==> src/hdl/fbmp_pkg.sv <==
`timescale 1ns / 1ps

package fbmp_pkg;

  // field widths
  localparam int INDEX_BITS = 31;
  localparam int VALUE_BITS = 64;

  // the wide multiply is split into halves for a narrow multiplier
  localparam int HALF  = (VALUE_BITS + 1) / 2;
  localparam int MUL_W = 2 * HALF;

  // remaining-bit counter, wide enough to hold INDEX_BITS itself
  localparam int CNT_W = $clog2(INDEX_BITS + 1);

  // control word for one partial product issued to the multiply-accumulate unit
  typedef struct packed {
    logic valid;  // a partial product is issued this cycle
    logic first;  // starts a new product, clears the accumulator
    logic last;   // final partial of the product
    logic shift;  // cross term, weighted by 2^HALF
  } mac_op_t;

  // lower half of a value
  function automatic logic [HALF-1:0] lower_half(logic [VALUE_BITS-1:0] v);
    logic [MUL_W-1:0] w;
    w = MUL_W'(v);
    return w[HALF-1:0];
  endfunction

  // upper half of a value, zero-extended
  function automatic logic [HALF-1:0] upper_half(logic [VALUE_BITS-1:0] v);
    logic [MUL_W-1:0] w;
    w = MUL_W'(v);
    return w[MUL_W-1:HALF];
  endfunction

endpackage

==> src/hdl/fbmp_mac.sv <==
`timescale 1ns / 1ps

module fbmp_mac (
  input  logic                           clk_i,
  input  logic                           rst_ni,
  input  logic [fbmp_pkg::HALF-1:0]      a_i,
  input  logic [fbmp_pkg::HALF-1:0]      b_i,
  input  fbmp_pkg::mac_op_t              op_i,
  output logic [fbmp_pkg::VALUE_BITS-1:0] acc_o,
  output logic                           done_o
);
  import fbmp_pkg::*;

  logic [MUL_W-1:0]      prod_q;
  mac_op_t               op_q;
  logic [VALUE_BITS-1:0] acc_q, acc_d;
  logic [VALUE_BITS-1:0] addend;
  logic                  done_q;

  // product register, then accumulate in the cycle after
  always_ff @(posedge clk_i) begin
    prod_q <= MUL_W'(a_i) * MUL_W'(b_i);
  end

  always_comb begin
    if (op_q.shift) begin
      addend = {prod_q[VALUE_BITS-HALF-1:0], {HALF{1'b0}}};
    end else begin
      addend = prod_q[VALUE_BITS-1:0];
    end
    acc_d = (op_q.first ? '0 : acc_q) + addend;
  end

  always_ff @(posedge clk_i) begin
    if (op_q.valid) begin
      acc_q <= acc_d;
    end
  end

  always_ff @(posedge clk_i or negedge rst_ni) begin
    if (!rst_ni) begin
      op_q   <= '0;
      done_q <= 1'b0;
    end else begin
      op_q   <= op_i;
      done_q <= op_q.valid & op_q.last;
    end
  end

  assign acc_o  = acc_q;
  assign done_o = done_q;

endmodule

==> src/hdl/fibonacci_by_matrix_power.sv <==
`timescale 1ns / 1ps

// fibonacci_by_matrix_power: returns F(n) modulo 2^64 for a 31-bit index n, by
// square-and-multiply on the Fibonacci matrix Q = [[1,1],[1,0]], scanning n from
// its top bit down. Q^k is held as hi = F(k+1) and mid = F(k) (the lower-right
// entry is hi - mid and is never stored). Each index bit costs three 64-bit
// products (hi*hi, mid*mid, mid*(2*hi - mid)), and each product is built from
// three 32x32 partial products on one shared multiply-accumulate unit. Every
// bit issues the partial products of its three products and then waits for the
// multiplier and accumulator pipeline to drain, for all 31 bits whatever n is.
// One transaction is taken at a time; in_stall_o is high from acceptance until
// the result is written to the output register, so a new index is not taken
// before the last one is done. The output register lets the next transaction
// start while an earlier result is still stalled downstream.

module fibonacci_by_matrix_power (
  input  logic                            clk_i,
  input  logic                            rst_ni,
  input  logic                            in_valid_i,
  output logic                            in_stall_o,
  input  logic [fbmp_pkg::INDEX_BITS-1:0] fib_index_i,
  output logic                            out_valid_o,
  input  logic                            out_stall_i,
  output logic [fbmp_pkg::VALUE_BITS-1:0] fib_value_o
);
  import fbmp_pkg::*;

  // sequencer states
  typedef enum logic [3:0] {
    ST_IDLE  = 4'b0001,  // waiting for a transaction
    ST_MUL   = 4'b0010,  // issuing the nine partial products of one bit
    ST_DRAIN = 4'b0100,  // waiting for the last product of the bit
    ST_DONE  = 4'b1000   // result ready, output register still occupied
  } state_e;

  // which product of a bit is being issued
  localparam logic [1:0] PROD_HH = 2'd0;  // hi * hi
  localparam logic [1:0] PROD_MM = 2'd1;  // mid * mid
  localparam logic [1:0] PROD_MX = 2'd2;  // mid * (2*hi - mid)

  // which partial of a product is being issued
  localparam logic [1:0] PART_LL = 2'd0;  // low * low
  localparam logic [1:0] PART_LH = 2'd1;  // low * high
  localparam logic [1:0] PART_HL = 2'd2;  // high * low

  state_e                state_q, state_d;
  logic [INDEX_BITS-1:0] n_q, n_d;         // index, shifted left as bits are used
  logic [CNT_W-1:0]      cnt_q, cnt_d;     // bits still to process
  logic [1:0]            prod_q, prod_d;
  logic [1:0]            part_q, part_d;
  logic [1:0]            res_cnt_q, res_cnt_d;  // products of this bit returned
  logic [VALUE_BITS-1:0] hi_q, hi_d;       // F(k+1)
  logic [VALUE_BITS-1:0] mid_q, mid_d;     // F(k)
  logic [VALUE_BITS-1:0] s_q, s_d;         // hi + lo = 2*hi - mid
  logic [VALUE_BITS-1:0] t0_q, t0_d;       // hi*hi, then hi*hi + mid*mid
  logic                  out_valid_q, out_valid_d;
  logic [VALUE_BITS-1:0] out_value_q, out_value_d;

  // shared unit interface
  mac_op_t               mac_op;
  logic [VALUE_BITS-1:0] opa_full, opb_full;
  logic [HALF-1:0]       mac_a, mac_b;
  logic [VALUE_BITS-1:0] mac_acc;
  logic                  mac_done;

  // values after the squaring and the optional step by Q
  logic [VALUE_BITS-1:0] hi_new, mid_new;
  logic                  out_free;
  logic                  in_accept;

  assign in_accept = in_valid_i && !in_stall_o;
  assign out_free  = !out_valid_q || !out_stall_i;

  // operand selection for the current partial product
  always_comb begin
    if (prod_q == PROD_HH) begin
      opa_full = hi_q;
      opb_full = hi_q;
    end else if (prod_q == PROD_MM) begin
      opa_full = mid_q;
      opb_full = mid_q;
    end else begin
      opa_full = mid_q;
      opb_full = s_q;
    end
    mac_a = (part_q == PART_HL) ? upper_half(opa_full) : lower_half(opa_full);
    mac_b = (part_q == PART_LH) ? upper_half(opb_full) : lower_half(opb_full);

    mac_op       = '0;
    mac_op.valid = (state_q == ST_MUL);
    mac_op.first = (part_q == PART_LL);
    mac_op.last  = (part_q == PART_HL);
    mac_op.shift = (part_q != PART_LL);
  end

  fbmp_mac u_mac (
    .clk_i  (clk_i),
    .rst_ni (rst_ni),
    .a_i    (mac_a),
    .b_i    (mac_b),
    .op_i   (mac_op),
    .acc_o  (mac_acc),
    .done_o (mac_done)
  );

  // new matrix once mid*(hi+lo) arrives; a set bit multiplies by Q
  always_comb begin
    if (n_q[INDEX_BITS-1]) begin
      hi_new  = t0_q + mac_acc;
      mid_new = t0_q;
    end else begin
      hi_new  = t0_q;
      mid_new = mac_acc;
    end
  end

  always_comb begin
    state_d     = state_q;
    n_d         = n_q;
    cnt_d       = cnt_q;
    prod_d      = prod_q;
    part_d      = part_q;
    res_cnt_d   = res_cnt_q;
    hi_d        = hi_q;
    mid_d       = mid_q;
    s_d         = s_q;
    t0_d        = t0_q;
    out_valid_d = out_valid_q;
    out_value_d = out_value_q;

    if (out_valid_q && !out_stall_i) begin
      out_valid_d = 1'b0;
    end

    // collect returned products
    if (mac_done) begin
      unique case (res_cnt_q)
        2'd0: begin
          t0_d      = mac_acc;
          res_cnt_d = 2'd1;
        end
        2'd1: begin
          t0_d      = t0_q + mac_acc;
          res_cnt_d = 2'd2;
        end
        default: begin
          res_cnt_d = 2'd0;
        end
      endcase
    end

    unique case (state_q)
      ST_IDLE: begin
        if (in_accept) begin
          n_d       = fib_index_i;
          cnt_d     = CNT_W'(INDEX_BITS);
          hi_d      = VALUE_BITS'(1);
          mid_d     = '0;
          prod_d    = PROD_HH;
          part_d    = PART_LL;
          res_cnt_d = 2'd0;
          state_d   = ST_MUL;
        end
      end
      ST_MUL: begin
        if (prod_q == PROD_HH && part_q == PART_LL) begin
          s_d = (hi_q << 1) - mid_q;
        end
        if (part_q == PART_HL) begin
          part_d = PART_LL;
          if (prod_q == PROD_MX) begin
            prod_d  = PROD_HH;
            state_d = ST_DRAIN;
          end else begin
            prod_d = prod_q + 2'd1;
          end
        end else begin
          part_d = part_q + 2'd1;
        end
      end
      ST_DRAIN: begin
        if (mac_done) begin
          hi_d  = hi_new;
          mid_d = mid_new;
          n_d   = n_q << 1;
          cnt_d = cnt_q - CNT_W'(1);
          if (cnt_q == CNT_W'(1)) begin
            // last bit: hand the result on, or hold it until the output frees
            if (out_free) begin
              out_valid_d = 1'b1;
              out_value_d = mid_new;
              state_d     = ST_IDLE;
            end else begin
              state_d = ST_DONE;
            end
          end else begin
            state_d = ST_MUL;
          end
        end
      end
      ST_DONE: begin
        if (out_free) begin
          out_valid_d = 1'b1;
          out_value_d = mid_q;
          state_d     = ST_IDLE;
        end
      end
      default: begin
        state_d = ST_IDLE;
      end
    endcase
  end

  always_ff @(posedge clk_i or negedge rst_ni) begin
    if (!rst_ni) begin
      state_q     <= ST_IDLE;
      cnt_q       <= '0;
      prod_q      <= PROD_HH;
      part_q      <= PART_LL;
      res_cnt_q   <= 2'd0;
      out_valid_q <= 1'b0;
    end else begin
      state_q     <= state_d;
      cnt_q       <= cnt_d;
      prod_q      <= prod_d;
      part_q      <= part_d;
      res_cnt_q   <= res_cnt_d;
      out_valid_q <= out_valid_d;
    end
  end

  // datapath registers, no reset needed
  always_ff @(posedge clk_i) begin
    n_q         <= n_d;
    hi_q        <= hi_d;
    mid_q       <= mid_d;
    s_q         <= s_d;
    t0_q        <= t0_d;
    out_value_q <= out_value_d;
  end

  assign in_stall_o  = (state_q != ST_IDLE);
  assign out_valid_o = out_valid_q;
  assign fib_value_o = out_value_q;

  // products only come back while a transaction is in progress
  a_done_busy: assert property (@(posedge clk_i) disable iff (!rst_ni)
    mac_done |-> (state_q == ST_MUL || state_q == ST_DRAIN))
    else $error("product returned outside a transaction");

  // the first two products of a bit are in before the drain starts
  a_drain_cnt: assert property (@(posedge clk_i) disable iff (!rst_ni)
    (state_q == ST_DRAIN) |-> (res_cnt_q == 2'd2))
    else $error("drain entered with products missing");

  // an accepted transaction starts issuing at once
  a_accept_mul: assert property (@(posedge clk_i) disable iff (!rst_ni)
    in_accept |=> (state_q == ST_MUL && prod_q == PROD_HH && part_q == PART_LL))
    else $error("accepted transaction did not start");

endmodule

==> config.mk <==
export PLATFORM = sky130hd
export DESIGN_NAME = fibonacci_by_matrix_power
export DESIGN_NICKNAME = d
export VERILOG_FILES = /design/src/hdl/fbmp_pkg.sv /design/src/hdl/fbmp_mac.sv /design/src/hdl/fibonacci_by_matrix_power.sv
export SDC_FILE = /design/constraint.sdc
export NUM_CORES = 2
export LEC_CHECK = 0
export ABC_AREA = 1
export ABC_CLOCK_PERIOD_IN_PS = 15400
export BUFFER_PORTS_ARGS = -buffer_cell sky130_fd_sc_hd__clkbuf_2
export CAP_MARGIN = 10
export CORE_MARGIN = 4
export CORE_UTILIZATION = 63
export CTS_BUF_LIST = sky130_fd_sc_hd__clkbuf_16
export CTS_CLUSTER_DIAMETER = 100
export DETAILED_ROUTE_END_ITERATION = 8
export PLACE_DENSITY = 0.82
export SYNTH_ARGS = -nofsm -noshare
export SYNTH_HDL_FRONTEND = slang
export SYNTH_SLANG_ARGS = --single-unit
==> constraint.sdc <==
create_clock -name clk_i -period 15.4 [get_ports clk_i]
set_input_delay 2.31 -clock clk_i [delete_from_list [all_inputs] [get_ports clk_i]]
set_output_delay 2.31 -clock clk_i [all_outputs]
set_load 0.03 [all_outputs]
==> impl_metrics.csv <==
group,metric,value,unit
run_status,status,"finished with violations",
run_status,violations,"capacitance limit, slew limit",
grt,grt_overflow_total,0,
floorplan,core,115000,µm²
worst_setup_path,crit_path_start_kind,"flip-flop",
finish,final_util,67.1,%
floorplan,start_util,63.6,%
cts,clock-sinks,500,
worst_setup_path,worst_path_largest_cell_delay,780,ps
cts,clock_latency,680,ps
finish,fillers,9363,
routing,antenna_left,0,
cts,post_cts_resized,0,
worst_setup_path,criticalPathCategory,"reg2reg",
sta,fmax,102,MHz
sta,fin_crit_sh,63.8,%
synth,synth-main-ff-cell,"edfxtp_1",
synth,synth.avg_cell_area,7.24,µm²
synth,yosys_warnings,0,
synth,syn_inst,10063,
sta,hold_violations,0,
cts,clk_pin_slew,70,ps
worst_setup_path,cp_max_fo,65,
worst_hold_path,holdPathStages,2,
synth,synth_top_area_share,24.7,%
sta,relSlewSlack,-6.11,%
sta,report.final.slew_viol_count,2,
cts,post_cts_buffers,0,
sta,setup_viol,0,
synth,syn_nets,11450,
floorplan,ios,101,
synth,synth_edf_count,415,
sta,grt_setup_unrepaired,"no",
worst_setup_path,slowest_stage,"nor2_1",
floorplan,die_w,348,µm
routing,dr.pass1.iters,9,
synth,synth-seq-area-share,19.6,%
worst_setup_path,required,15900,ps
finish,fin_nets,11389,
worst_setup_path,ff2ff_path_depth,30,
worst_setup_path,end_kind,"flip-flop",
grt,grt_pass1_vias,71443,
worst_setup_path,r2r-start,"prod_q[1]",
routing,wl_per_cell,25.7,µm
routing,drt-total-wl,298000,µm
worst_setup_path,crit_arrival,10330,ps
flow_run,cap_viol_max_count,1,
synth,yosys.area.top_type,"fa_1",
synth,synth_area_leaders,"fa_1, edfxtp_1, nand2_1",
cts,htreeDepth,3,
finish,drive_above_1_share,4.29,%
cts,holdBufCountCts,0,
worst_hold_path,hp-class,"reg2reg",
cts,cts_buffers,66,
grt,antenna_found_initial,15,
routing,route.detailed.drc,0,
worst_setup_path,crit_top_cell,"fa_1",
placement,dp_hpwl,237000,µm
floorplan,die_h,348,µm
sta,fin_setup_tns,0,ps
synth,yosys_register_bits,500,
worst_setup_path,cp_num_buf_inv,8,
routing,routed-via-count,70421,
routing,viasPerCell,6.09,
worst_setup_path,path_delay_family,"adder cells",
synth,synth.distinct_cells,51,
sta,tightest_slew,1570,ps
worst_hold_path,min_to,"u_mac.done_o",
floorplan,num_rows,124,
synth,ys_async_sr_fraction,4.20,%
placement,port_buffers,100,
sta,fin_skew,46.7,ps
cts,clockRootBuffer,"clkbuf_16",
finish,areaGrowthSynthToFinish,5.54,%
grt,grt_pass1_wl,437000,µm
worst_setup_path,r2r_end,"u_mac.prod_q[30]",
grt,grt.total_usage,48.8,%
cts,tritoncts,"done",
synth,synthesis.area,72900,µm²
worst_hold_path,min-delay-start,"u_mac.op_q[1]",
routing,drtIter0Drc,10734,
grt,grt_max_degree,81,
sta,fin_crit,9830,ps
floorplan,die_area,121000,µm²
cts,cts_buffer_depth,3,
placement,gp_congestion,1.08,
worst_setup_path,regToRegSetupSlack,5570,ps
## cells in the mapped netlist, types with 88 or more instances
cell type and instances:
edfxtp_1 415, fa_1 899, nor2_1 849, buf_2 176, clkbuf_1 88, ha_1 453, a21oi_1 357, nand3_1 297
inv_1 2530, xor2_1 120, o21ai_0 477, nand2_1 2823
## through the flow
stage / instances / cell area (µm²) / hold slack [ps] / setup WS (ps)
after floorplan: 10063 / 72900 / 409 / 7710
after global placement: 11443 / 74700 / 441 / 5920
after detailed placement: 11445 / 74700 / 475 / 5940
after CTS: 11564 / 76900 / 511 / 5870
after global routing: 11565 / 76900 / 528 / 5420
final: 11569 / 76900 / 509 / 5570
## cell families (layout without fill, tap and decap cells)
kind of cell             Yosys count  after routing  synth area share [%]
buffers and inverters           2882           2872                  15.4
AO/OA/AOI/OAI                   1064           1064                  8.56
XOR/XNOR                         157            157                  1.89
AND/OR/NAND/NOR                 4108           4108                  22.1
other                              0              4                     0
flip-flops                       500            500                  19.6
adder cells (fa/ha/maj)         1352           1352                  32.5
## flip-flops by register name (all words and copies together) (netlist names), 5 cells and up
name / cells
fib_value_o: 64
hi_q: 64
mid_q: 64
s_q: 64
t0_q: 64
u_mac.acc_o: 64
u_mac.prod_q: 64
n_q: 31
cnt_q: 5
## routing by layer
layer | global-route usage [%] | wire, µm | part of all wire, % | up-vias
met1 | 59.2 | 102000 | 34 | 32908
li1 | - | - | - | 29990
met4 | 36.3 | 29100 | 9.8 | 8
met2 | 70.5 | 121000 | 41 | 5756
met5 | 0 | 61 | 0.020 | -
met3 | 19.0 | 45800 | 15 | 1759
## worst min-delay path, cell delays in order, from the launching register on
cell and delay [ps]:
dfrtp_1 340, nand2_1 60, inv_1 70
## worst max path at each step
stage	from	end	slack, ps	depth (start not counted)
global placement	prod_q[1]	u_mac.prod_q[33]	5920	25
CTS	prod_q[1]	u_mac.prod_q[45]	5870	34
floorplan	in_valid_i	cnt_q[4]	7710	6
detailed placement	prod_q[1]	u_mac.prod_q[45]	5940	34
global route	prod_q[1]	u_mac.prod_q[45]	5420	33
finish	prod_q[1]	u_mac.prod_q[30]	5570	30
## final cells by class
cell class	count	area, µm²	share of cell area [%]
Sequential cell	500	14300	18.6
Clock buffer	67	1680	2.18
Clock inverter	52	484	0.629
Tap cell	1512	1890	2.46
Antenna cell	4	10.0	0.0130
Timing Repair Buffer	196	1220	1.59
Multi-Input combinational cell	6681	47800	62.1
Inverter	2557	9600	12.5
## placed cells by master, fill, tap and decap left out, types with 18 or more instances in the layout
cell type | netlist | layout
a21oi_1 | 357 | 357
a31oi_1 | 18 | 18
buf_4 | 48 | 95
clkbuf_16 | 0 | 67
clkbuf_2 | 0 | 100
dfrtp_1 | 20 | 18
dfxtp_1 | 64 | 64
edfxtp_1 | 415 | 415
fa_1 | 899 | 899
ha_1 | 453 | 453
inv_1 | 2530 | 2535
inv_2 | 24 | 27
nand2_1 | 2823 | 2822
nand3_1 | 297 | 297
nand4_1 | 24 | 24
nor2_1 | 849 | 846
nor3_1 | 65 | 63
o211ai_1 | 18 | 18
o21ai_0 | 477 | 476
o21ai_2 | 14 | 26
o21bai_1 | 41 | 41
o31ai_4 | 10 | 18
xnor2_1 | 37 | 37
xor2_1 | 120 | 120
Power is not shown: default switching activity piles up to over one toggle a cycle in this logic, so the estimate is an artifact.
